==> src/rtl/ppja_pkg.sv <==
`default_nettype none

package ppja_pkg;

    // configuration register indexes
    typedef enum logic [0:0] {
        REG_ADAPTER_TYPE = 1'b0,
        REG_SUPERIO_MODE = 1'b1
    } reg_index_t;

    // adapter kinds
    typedef enum logic [1:0] {
        ADAPTER_NONE   = 2'd0,
        ADAPTER_SHIFT  = 2'd1,
        ADAPTER_MATRIX = 2'd2,
        ADAPTER_UNUSED = 2'd3
    } adapter_t;

    // item kinds
    typedef enum logic [0:0] {
        OP_DATA_WRITE  = 1'b0,
        OP_STATUS_READ = 1'b1
    } op_t;

    localparam int unsigned WORD_W = 12;

    localparam logic signed [15:0] AXIS_HIGH = 16'sd16383;
    localparam logic signed [15:0] AXIS_LOW  = -16'sd16383;

    localparam logic [7:0] STATUS_BASE = 8'h3f;
    localparam logic [7:0] STATUS_BUSY = 8'h80;
    localparam logic [7:0] STATUS_ACK  = 8'h40;
    localparam logic [7:0] STATUS_IRQ  = 8'h04;

    // one result item
    typedef struct packed {
        logic [7:0] read_data;
        logic       busy_irq_raise;
        logic       busy_irq_clear;
        logic       ack_irq_raise;
        logic       ack_irq_clear;
        logic       latch_irq_raise;
    } result_t;

    // 12-bit word latched from one pad
    function automatic logic [WORD_W-1:0] make_word(
        input logic signed [15:0] x,
        input logic signed [15:0] y,
        input logic        [7:0]  b
    );
        logic [WORD_W-1:0] w;
        w     = '0;
        w[0]  = b[1];
        w[1]  = b[3];
        w[2]  = b[6];
        w[3]  = b[7];
        w[4]  = (y < AXIS_LOW);
        w[5]  = (y > AXIS_HIGH);
        w[6]  = (x < AXIS_LOW);
        w[7]  = (x > AXIS_HIGH);
        w[8]  = b[0];
        w[9]  = b[2];
        w[10] = b[4];
        w[11] = b[5];
        return w;
    endfunction

    // matrix adapter: a low select bit enables its source
    function automatic logic matrix_pad(
        input logic        [7:0]  sel,
        input logic signed [15:0] x,
        input logic signed [15:0] y,
        input logic        [7:0]  b
    );
        logic hit;
        hit = (!sel[0] && (y < AXIS_LOW))
            | (!sel[1] && (y > AXIS_HIGH))
            | (!sel[2] && (x < AXIS_LOW))
            | (!sel[3] && (x > AXIS_HIGH))
            | (!sel[4] && b[0])
            | (!sel[5])
            | (!sel[6] && b[1]);
        return hit;
    endfunction

endpackage

`default_nettype wire

==> src/rtl/parallel_port_joypad_adapter_core.sv <==
`default_nettype none

// channel  | handshake            | payload
// ---------+----------------------+-------------------------------------------
// input    | s_valid / s_ready    | s_mode, s_write_data, pad0 and pad1 fields
// result   | m_valid / m_ready    | m_read_data, five interrupt request bits
// config   | cfg_we (no wait)     | cfg_index, cfg_data
//
// one item per cycle: the result is computed from the transferred item and the
// line state in one pass and is registered into the result register.
// s_ready is low only while a result waits and m_ready is low.
// aresetn (synchronous, active low) clears the configuration, the line state and the result valid.
// configuration writes take effect at the next edge.

module parallel_port_joypad_adapter_core (
    input  wire logic                aclk,
    input  wire logic                aresetn,

    input  wire logic                cfg_we,
    input  wire logic [0:0]          cfg_index,
    input  wire logic [1:0]          cfg_data,

    input  wire logic                s_valid,
    output logic                     s_ready,
    input  wire logic                s_mode,
    input  wire logic [7:0]          s_write_data,
    input  wire logic signed [15:0]  s_pad0_x,
    input  wire logic signed [15:0]  s_pad0_y,
    input  wire logic [7:0]          s_pad0_buttons,
    input  wire logic signed [15:0]  s_pad1_x,
    input  wire logic signed [15:0]  s_pad1_y,
    input  wire logic [7:0]          s_pad1_buttons,

    output logic                     m_valid,
    input  wire logic                m_ready,
    output logic [7:0]               m_read_data,
    output logic                     m_busy_irq_raise,
    output logic                     m_busy_irq_clear,
    output logic                     m_ack_irq_raise,
    output logic                     m_ack_irq_clear,
    output logic                     m_latch_irq_raise
);
    import ppja_pkg::*;

    adapter_t           adapter_type_reg;
    logic               superio_mode_reg;

    logic               prev_reset_line_reg, prev_reset_line_next;
    logic               prev_clock_line_reg, prev_clock_line_next;
    logic [WORD_W-1:0]  word0_reg, word0_next;
    logic [WORD_W-1:0]  word1_reg, word1_next;
    logic               busy_flag_reg, busy_flag_next;
    logic               ack_flag_reg, ack_flag_next;
    logic               irq_pending_reg, irq_pending_next;

    logic               m_valid_reg, m_valid_next;
    result_t            result_reg, result_next;

    logic               in_xfer;
    logic               drive_lines;
    logic               busy_line;
    logic               ack_line;
    logic               ack_edge;
    logic [WORD_W-1:0]  latched0;
    logic [WORD_W-1:0]  latched1;
    logic [7:0]         status;

    assign s_ready = !m_valid_reg || m_ready;
    assign in_xfer = s_valid && s_ready;

    // configuration registers
    always_ff @(posedge aclk) begin
        if (!aresetn) begin
            adapter_type_reg <= ADAPTER_NONE;
            superio_mode_reg <= 1'b0;
        end else if (cfg_we) begin
            case (reg_index_t'(cfg_index))
                REG_ADAPTER_TYPE: adapter_type_reg <= adapter_t'(cfg_data);
                REG_SUPERIO_MODE: superio_mode_reg <= cfg_data[0];
                default: ;
            endcase
        end
    end

    // one-pass item evaluation
    always_comb begin
        prev_reset_line_next = prev_reset_line_reg;
        prev_clock_line_next = prev_clock_line_reg;
        word0_next           = word0_reg;
        word1_next           = word1_reg;
        busy_flag_next       = busy_flag_reg;
        ack_flag_next        = ack_flag_reg;
        irq_pending_next     = irq_pending_reg;
        result_next          = '0;
        drive_lines          = 1'b0;
        busy_line            = 1'b0;
        ack_line             = 1'b0;
        latched0             = word0_reg;
        latched1             = word1_reg;
        status               = STATUS_BASE;

        if (s_mode == OP_STATUS_READ) begin
            // status byte, read clears the pending flag
            if (busy_flag_reg) status = status | STATUS_BUSY;
            if (ack_flag_reg) status = status | STATUS_ACK;
            if (irq_pending_reg) status = status & ~STATUS_IRQ;
            irq_pending_next      = 1'b0;
            result_next.read_data = status;
        end else begin
            case (adapter_type_reg)
                ADAPTER_SHIFT: begin
                    // latch on falling bit 1, then shift on falling bit 2
                    if (!s_write_data[1] && prev_reset_line_reg) begin
                        latched0 = make_word(s_pad0_x, s_pad0_y, s_pad0_buttons);
                        latched1 = make_word(s_pad1_x, s_pad1_y, s_pad1_buttons);
                    end
                    word0_next = latched0;
                    word1_next = latched1;
                    if (!s_write_data[2] && prev_clock_line_reg) begin
                        drive_lines = 1'b1;
                        busy_line   = !latched0[0];
                        ack_line    = latched1[0];
                        word0_next  = {1'b0, latched0[WORD_W-1:1]};
                        word1_next  = {1'b0, latched1[WORD_W-1:1]};
                    end
                    prev_reset_line_next = s_write_data[1];
                    prev_clock_line_next = s_write_data[2];
                end
                ADAPTER_MATRIX: begin
                    drive_lines = 1'b1;
                    busy_line   = matrix_pad(s_write_data, s_pad0_x, s_pad0_y,
                                             s_pad0_buttons);
                    ack_line    = !matrix_pad(s_write_data, s_pad1_x, s_pad1_y,
                                              s_pad1_buttons);
                end
                default: ;
            endcase
        end

        // interrupt requests from the driven lines
        ack_edge = ack_line && !ack_flag_reg;
        if (drive_lines) begin
            busy_flag_next = busy_line;
            ack_flag_next  = ack_line;
            if (!superio_mode_reg) begin
                result_next.busy_irq_raise = busy_line;
                result_next.busy_irq_clear = !busy_line;
                result_next.ack_irq_raise  = ack_edge;
                result_next.ack_irq_clear  = !ack_edge;
            end else begin
                irq_pending_next            = 1'b1;
                result_next.latch_irq_raise = ack_edge;
            end
        end
    end

    // line state
    always_ff @(posedge aclk) begin
        if (!aresetn) begin
            prev_reset_line_reg <= 1'b0;
            prev_clock_line_reg <= 1'b0;
            word0_reg           <= '0;
            word1_reg           <= '0;
            busy_flag_reg       <= 1'b0;
            ack_flag_reg        <= 1'b0;
            irq_pending_reg     <= 1'b0;
        end else if (in_xfer) begin
            prev_reset_line_reg <= prev_reset_line_next;
            prev_clock_line_reg <= prev_clock_line_next;
            word0_reg           <= word0_next;
            word1_reg           <= word1_next;
            busy_flag_reg       <= busy_flag_next;
            ack_flag_reg        <= ack_flag_next;
            irq_pending_reg     <= irq_pending_next;
        end
    end

    // result register
    always_comb begin
        m_valid_next = m_valid_reg;
        if (in_xfer) begin
            m_valid_next = 1'b1;
        end else if (m_ready) begin
            m_valid_next = 1'b0;
        end
    end

    always_ff @(posedge aclk) begin
        if (!aresetn) begin
            m_valid_reg <= 1'b0;
        end else begin
            m_valid_reg <= m_valid_next;
        end
    end

    always_ff @(posedge aclk) begin
        if (in_xfer) begin
            result_reg <= result_next;
        end
    end

    assign m_valid           = m_valid_reg;
    assign m_read_data       = result_reg.read_data;
    assign m_busy_irq_raise  = result_reg.busy_irq_raise;
    assign m_busy_irq_clear  = result_reg.busy_irq_clear;
    assign m_ack_irq_raise   = result_reg.ack_irq_raise;
    assign m_ack_irq_clear   = result_reg.ack_irq_clear;
    assign m_latch_irq_raise = result_reg.latch_irq_raise;

`ifndef NO_ASSERTIONS
    // busy raise and clear are exclusive
    a_busy_excl: assert property (@(posedge aclk) disable iff (!aresetn)
        m_valid |-> !(m_busy_irq_raise && m_busy_irq_clear))
        else $error("busy raise and clear together");

    // ack raise and clear are exclusive
    a_ack_excl: assert property (@(posedge aclk) disable iff (!aresetn)
        m_valid |-> !(m_ack_irq_raise && m_ack_irq_clear))
        else $error("ack raise and clear together");

    // latch interrupt only in super-I/O handling, never with busy or ack requests
    a_latch_alone: assert property (@(posedge aclk) disable iff (!aresetn)
        (m_valid && m_latch_irq_raise) |-> !(m_ack_irq_raise || m_ack_irq_clear
            || m_busy_irq_raise || m_busy_irq_clear))
        else $error("latch interrupt mixed with line requests");

    // a status read result carries no requests
    a_read_quiet: assert property (@(posedge aclk) disable iff (!aresetn)
        (m_valid && (m_read_data != 8'h00)) |-> !(m_busy_irq_raise
            || m_busy_irq_clear || m_ack_irq_raise || m_ack_irq_clear
            || m_latch_irq_raise))
        else $error("requests on a status read");

    // a status read clears the pending flag
    a_read_clears: assert property (@(posedge aclk) disable iff (!aresetn)
        (in_xfer && (s_mode == OP_STATUS_READ)) |=> !irq_pending_reg)
        else $error("pending flag survives a status read");
`endif

endmodule

`default_nettype wire

==> config.mk <==
export PLATFORM = sky130hd
export DESIGN_NAME = parallel_port_joypad_adapter_core
export DESIGN_NICKNAME = d
export VERILOG_FILES = /design/src/rtl/ppja_pkg.sv /design/src/rtl/parallel_port_joypad_adapter_core.sv
export SDC_FILE = /design/constraint.sdc
export NUM_CORES = 1
export LEC_CHECK = 0
export ABC_AREA = 1
export ABC_CLOCK_PERIOD_IN_PS = 2000
export BUFFER_PORTS_ARGS = -buffer_cell sky130_fd_sc_hd__buf_2
export CORE_ASPECT_RATIO = 1.75
export CORE_MARGIN = 1.5
export CORE_UTILIZATION = 30
export DETAILED_ROUTE_END_ITERATION = 6
export MAX_ROUTING_LAYER = met4
export PLACE_DENSITY = 0.61
export SETUP_SLACK_MARGIN = 0.1
export SKIP_CTS_REPAIR_TIMING = 1
export SLEW_MARGIN = 20
export SYNTH_ARGS = -nofsm -noshare
export SYNTH_HDL_FRONTEND = slang
export SYNTH_SLANG_ARGS = --single-unit
==> constraint.sdc <==
create_clock -name aclk -period 2 [get_ports aclk]
set_input_delay 0.1 -clock aclk [delete_from_list [all_inputs] [get_ports aclk]]
set_output_delay 0.1 -clock aclk [all_outputs]
set_load 0.01 [all_outputs]
==> impl_metrics.env, run 1 <==
export IMPL_result_of_the_run="finished clean"
export IMPL_worst_ep_required_ns=2.14
export IMPL_tritoncts="built"
export IMPL_worstPathMaxFanout=9
export IMPL_setup_total_negative_slack_ns=0
export IMPL_final_setup_skew_ns=0.007858
export IMPL_comb_power_share_pct=12.0
export IMPL_antenna_found_initial=0
export IMPL_worst_ep_arrival_time_ns=1.85
export IMPL_path_class="register to register"
export IMPL_netlist_instances=353
export IMPL_num_nets_final=564
export IMPL_power_density_nw_per_um2=632.8
export IMPL_worst_r2r_endpoint="word0_reg[5]"
export IMPL_power_leakage_uw=0.001562
export IMPL_r2r_start="adapter_type_reg[1]"
export IMPL_max_cap_viol_count=0
export IMPL_ys_seq_area_share_pct=38.37
export IMPL_die_width_um=70.98
export IMPL_grt_pass1_wl_mm=11.11
export IMPL_globalplace_congestion=0.8277
export IMPL_post_detailed_route_via_to_cell_ratio=4.712
export IMPL_diodes=0
export IMPL_switchingPower_uw=463.6
export IMPL_postSynthNetCount=452
export IMPL_core_rowCount=43
export IMPL_grt_util_all_layers_pct=16.44
export IMPL_r2r_cells=8
export IMPL_timing_critical_path_slowest_cell_delay_ns=0.33
export IMPL_synth_fa_ha_area_share_pct=1.031
export IMPL_wl_per_cell_um=12.17
export IMPL_route_final_wire_length_mm=6.769
export IMPL_overflow=0
export IMPL_synth_seq_cells=42
export IMPL_final_fill_count=836
export IMPL_final_period_utilization_pct=85.38
export IMPL_worst_pin_slew_ns=0.7084
export IMPL_floorplan_core_area_um2=7909
export IMPL_portion_of_total_power_attributed_to_the_clock_network_pct=44.7
export IMPL_first_global_vias=2519
export IMPL_antenna_violating_nets_post_route=0
export IMPL_clock_buffer_count_from_cts=5
export IMPL_power_share_sequential_pct=43.4
export IMPL_place_port_buffers=110
export IMPL_timing_max_slew_rel_slack_pct=52.72
export IMPL_vdd_drop_max_mv=0.3568
export IMPL_finalWorstPathRequiredPeriod_ns=1.708
export IMPL_cts_sink_count=42
export IMPL_drt_drc_violations_left=0
export IMPL_drt_initial_drc_count=73
export IMPL_setup_reg_to_reg_worst_slack_ns=0.29
export IMPL_worst_path_max_delay_cell="dfxtp_1"
export IMPL_synth_compound_area_share_pct=16.71
export IMPL_yosysUniqueCellTypes=36
export IMPL_cts_root_buf="clkbuf_16"
export IMPL_fmax_mhz=585.6
export IMPL_worstHoldPathType="input pin to register"
export IMPL_cp_end_kind="register"
export IMPL_clk_insertion_delay_late_ns=0.28
export IMPL_fp_dieArea_um2=8657
export IMPL_vias=2620
export IMPL_dp_hpwl_mm=5.406
export IMPL_area_growth_syn_to_layout_pct=33.57
export IMPL_final_instance_count_excl_fill=556
export IMPL_detailedRoute_firstPassIterationCount=4
export IMPL_floorplan_die_height_um=122.0
export IMPL_synth_simple_gate_area_share_pct=30.63
export IMPL_synth_warnings=0
export IMPL_initial_core_utilization_pct=30.68
export IMPL_path_clk_slew_ns=0.06
export IMPL_layout_core_utilization_pct=40.97
export IMPL_finalMaxSlewViolations=0
export IMPL_design_power_total_uw=2051
export IMPL_final_setup_viol_count=0
export IMPL_synth_cell_area_um2=2426
export IMPL_largest_net_degree_at_the_start_of_global_routing=21
export IMPL_hold_violations=0
export IMPL_setup_worst_path_start_class="register"
export IMPL_postSynthAreaPerCell_um2=6.873
export IMPL_startpoint="adapter_type_reg[1]"
export IMPL_intPower_uw=1587
export IMPL_post_synth_mux_area_share_pct=3.713
export IMPL_grt_setup_unrepaired="no"
export IMPL_yosys_area_share_xor_xnor_pct=0
export IMPL_p_sw_share_pct=22.61
export IMPL_dominant_combinational_cell_family_by_area_after_synthesis="simple AND/OR/NAND/NOR gates"
export IMPL_cp_cell_sequence="inv_1 > ha_1 > nand3_4 > inv_4 > nand2_2 > clkinv_1 > a22oi_1 > a21oi_1"
export IMPL_drive_above_1_share_pct=30.26
export IMPL_ioPinCount=112
export IMPL_buffers_from_clock_root_to_sink_at_most=2
export IMPL_cts_max_level=2
export IMPL_place_inst=548
export IMPL_timing_critical_path_to="word0_reg[5]"
## cells in the mapped netlist
master | number | share of area, %
nand2_1 | 87 | 13
nor2_1 | 57 | 8.8
inv_1 | 34 | 5.3
dfxtp_1 | 33 | 27
a21oi_1 | 23 | 4.7
nand3_1 | 19 | 3.9
o21ai_0 | 17 | 3.5
edfxtp_1 | 9 | 11
mux2i_1 | 9 | 3.7
o21a_1 | 8 | 2.5
a31oi_1 | 5 | 1.3
inv_2 | 5 | 0.77
buf_4 | 4 | 1.2
o211ai_1 | 4 | 1.2
a22oi_1 | 3 | 0.93
buf_2 | 3 | 0.62
clkbuf_1 | 3 | 0.46
nand2_2 | 3 | 0.77
o22ai_1 | 3 | 0.77
or2_2 | 3 | 0.77
a211oi_1 | 2 | 0.62
buf_1 | 2 | 0.31
ha_1 | 2 | 1.0
nor2_4 | 2 | 0.93
o21ai_1 | 2 | 0.41
a21oi_2 | 1 | 0.36
and2_1 | 1 | 0.26
buf_6 | 1 | 0.46
clkinv_1 | 1 | 0.15
inv_4 | 1 | 0.26
nand3_4 | 1 | 0.72
nand4_1 | 1 | 0.26
nor3_1 | 1 | 0.21
nor4_1 | 1 | 0.26
o221ai_1 | 1 | 0.36
or2_1 | 1 | 0.26
## placed cells by master, fill, tap and decap left out, types with 2 or more instances in the layout
cell,instances
a211oi_1,2
a21oi_1,23
a22oi_1,3
a31oi_1,5
buf_2,110
buf_4,8
clkbuf_16,5
dfxtp_1,33
edfxtp_1,9
ha_1,2
inv_1,34
inv_2,5
mux2i_1,9
nand2_1,87
nand2_2,3
nand3_1,19
nor2_1,57
nor2_4,2
o211ai_1,4
o21a_1,8
o21ai_0,17
o21ai_1,2
o22ai_1,3
or2_2,3
## power by group through the flow
stage	clock [µW]	sequential, µW	combinational (µW)
floorplan	0	914	103
global placement	0	907	244
detailed placement	0	908	247
CTS	939	889	248
global route	964	891	277
finish	916	889	245
## how the worst min path moves through the flow
stage | from | endpoint | slack [ns] | cells past startpoint
floorplan | s_mode | m_read_data[5] | 0.20 | 0
global placement | s_mode | m_read_data[5] | 0.37 | 1
detailed placement | s_mode | m_read_data[5] | 0.38 | 1
CTS | cfg_data[0] | superio_mode_reg | 0.09 | 3
global route | cfg_data[0] | superio_mode_reg | 0.1 | 3
finish | cfg_data[0] | superio_mode_reg | 0.1 | 3
## worst max-delay path: cells and delay by family (launching register included)
family	cells	cell delay, ns
buffers and inverters	3	0.37
and+or+nand+nor	2	0.29
AOI/OAI and AO/OA	2	0.33
adders and majority gates	1	0.24
DFF	1	0.33
## area by class of cell
class / count / area (µm²) / area share [%]
clock buffers: 6 / 128.9 / 3.977
clock inverters: 2 / 37.54 / 1.158
inverters: 41 / 156.4 / 4.826
multi-input cells: 257 / 1264 / 39.00
flip-flops and latches: 42 / 930.9 / 28.73
well taps: 90 / 112.6 / 3.475
repair buffers: 118 / 610.6 / 18.84
## per-layer routing
metal  up-vias  GRT usage (%)  wire length (µm)
met5         -              -                 0
met4         0          5.778               140
met3         8          2.978               368
met2        79          30.67              3596
met1      1155          16.93              2663
li1       1378              -                 -
## kinds of logic after synthesis
kind of cell,Yosys count
mux,9
flops,42
simple gates,177
compound gates,69
fa+ha+maj,2
buf+inv,54
## per-stage QoR
| step | area, µm² | setup slack [ns] | hold WS, ns |
|---|---|---|---|
| 2_1_floorplan | 2426 | 0.5067 | 0.1989 |
| 3_3_place_gp | 3074 | 0.3630 | 0.3711 |
| 3_5_place_dp | 3074 | 0.2975 | 0.3822 |
| 4_1_cts | 3241 | 0.2977 | 0.09064 |
| 5_1_grt | 3241 | 0.1287 | 0.09644 |
| 6_report | 3241 | 0.2925 | 0.09826 |
(Power assumes the default switching activity.)
==> run 2: changes to the inputs <==
--- a/config.mk
+++ b/config.mk
@@ -6,7 +6,7 @@
 export NUM_CORES = 1
 export LEC_CHECK = 0
 export ABC_AREA = 1
-export ABC_CLOCK_PERIOD_IN_PS = 2000
+export ABC_CLOCK_PERIOD_IN_PS = 1600
 export BUFFER_PORTS_ARGS = -buffer_cell sky130_fd_sc_hd__buf_2
 export CORE_ASPECT_RATIO = 1.75
 export CORE_MARGIN = 1.5
==> constraint.sdc (replaced) <==
create_clock -name aclk -period 1.6 [get_ports aclk]
set_input_delay 0.08 -clock aclk [delete_from_list [all_inputs] [get_ports aclk]]
set_output_delay 0.08 -clock aclk [all_outputs]
set_load 0.01 [all_outputs]
==> impl_metrics.env, run 2 (synthesized netlist as in run 1, its figures left out) <==
export IMPL_result_of_the_run="finished clean"
export IMPL_layout_cells_most_common="buf_2"
export IMPL_overflow=0
export IMPL_drive_above_1_share_pct=34.67
export IMPL_worst_pin_slew_ns=0.5369
export IMPL_route_final_wire_length_mm=7.192
export IMPL_worst_ep_required_ns=1.62
export IMPL_fp_dieArea_um2=8657
export IMPL_setup_total_negative_slack_ns=0
export IMPL_largest_net_degree_at_the_start_of_global_routing=24
export IMPL_worstHoldPathType="input pin to register"
export IMPL_path_class="register to register"
export IMPL_post_dp_cell_area_um2=3114
export IMPL_grt_pass1_wl_mm=11.63
export IMPL_cts_root_buf="clkbuf_16"
export IMPL_clock_buffer_count_from_cts=5
export IMPL_grt_util_all_layers_pct=17.22
export IMPL_core_rowCount=43
export IMPL_antenna_violating_nets_post_route=0
export IMPL_commonest_cells_after_routing_fill_and_taps_aside="buf_2 (110), nand2_1 (84), nor2_1 (54)"
export IMPL_drt_drc_violations_left=0
export IMPL_final_fill_count=818
export IMPL_tritoncts="built"
export IMPL_multiInputGateArea_um2=1333
export IMPL_dp_hpwl_mm=5.571
export IMPL_worst_ep_arrival_time_ns=1.56
export IMPL_final_setup_skew_ns=0.004034
export IMPL_finalMaxSlewViolations=0
export IMPL_power_density_nw_per_um2=759.3
export IMPL_place_port_buffers=110
export IMPL_buffers_from_clock_root_to_sink_at_most=2
export IMPL_hold_violations=0
export IMPL_final_period_utilization_pct=95.86
export IMPL_cp_end_kind="register"
export IMPL_final_area_um2=3416
export IMPL_hold_worst_slack_ns=0.06911
export IMPL_die_width_um=70.98
export IMPL_path_clk_slew_ns=0.06
export IMPL_clk_insertion_delay_late_ns=0.28
export IMPL_finalWorstPathRequiredPeriod_ns=1.534
export IMPL_cts_max_level=2
export IMPL_detailedRoute_firstPassIterationCount=4
export IMPL_drt_initial_drc_count=101
export IMPL_post_detailed_route_via_to_cell_ratio=4.766
export IMPL_floorplan_core_area_um2=7909
export IMPL_power_leakage_uw=0.001620
export IMPL_design_power_total_uw=2594
export IMPL_cts_sink_count=42
export IMPL_first_global_vias=2650
export IMPL_floorplan_die_height_um=122.0
export IMPL_grt_setup_unrepaired="yes"
export IMPL_ioPinCount=112
export IMPL_wl_per_cell_um=12.77
export IMPL_num_nets_final=571
export IMPL_globalplace_congestion=0.8217
export IMPL_area_sequential_um2=933.4
export IMPL_fmax_mhz=652.0
export IMPL_diodes=0
export IMPL_area_growth_syn_to_layout_pct=40.79
export IMPL_antenna_found_initial=0
export IMPL_vias=2683
export IMPL_worstPathMaxFanout=2
export IMPL_setup_worst_path_start_class="register"
export IMPL_max_cap_viol_count=0
export IMPL_final_setup_viol_count=0
export IMPL_timing_max_slew_rel_slack_pct=64.17
export IMPL_initial_core_utilization_pct=30.68
export IMPL_vdd_drop_max_mv=0.5142
-- run 2: cell types whose count changed in the layout (fill, tap and decap cells not counted), sizes merged --
| cell | change |
|---|---|
| clkinv | -1 |
| buf | +7 |
| clkinvlp | +1 |
-- run 2: critical path: stages (launching register included) --
cell	delay, ns
dfxtp_2	0.32
inv_2	0.07
ha_4	0.13
inv_2	0.03
a21oi_2	0.09
o211ai_1	0.10
a211oi_1	0.22
nand3_1	0.14
nand2_2	0.11
a21oi_1	0.07
-- run 2: path summary, 6_finish.rpt --
kind / startpoint / endpoint / slack (ns) / cells past startpoint
worst max-delay path: adapter_type_reg[0] / m_ack_irq_clear / 0.07 / 9
worst min-delay path: s_mode / m_read_data[5] / 0.07 / 1
worst max register to register: adapter_type_reg[0] / m_ack_irq_clear / 0.07 / 9
worst min register to register: word1_reg[1] / word1_reg[1] / 0.46 / 2
-- run 2: area by class of cell --
type | count | area share, %
inverters | 41 | 4.762
clock inverters | 2 | 1.099
clock buffers | 6 | 3.773
multi-input cells | 257 | 39.01
repair buffers | 125 | 20.73
flip-flops and latches | 42 | 27.33
well taps | 90 | 3.297
-- run 2: power breakdown --
group          internal [µW]  total [µW]  switching (µW)  leakage (µW)
registers               1100        1110            9.92      0.000358
clock network            737        1140             407     0.0000771
logic                    159         336             177       0.00119
-- run 2: metal layers --
| layer | up-vias | track usage (%) | part of all wire, % |
|---|---|---|---|
| li1 | 1387 | - | - |
| met4 | 0 | 8.608 | 2.8 |
| met5 | - | - | 0 |
| met1 | 1198 | 18.04 | 40 |
| met2 | 82 | 30.67 | 53 |
| met3 | 16 | 2.895 | 4.9 |
-- run 2: stage by stage --
stage          cells  setup slack, ns  util (%)
3_5_place_dp     550          0.01686     39.38
5_1_grt          563         -0.02642     43.19
2_1_floorplan    353           0.1067         -
4_1_cts          558         -0.01203     41.48
3_3_place_gp     550          0.06929     39.38
6_report         563          0.06618     43.19
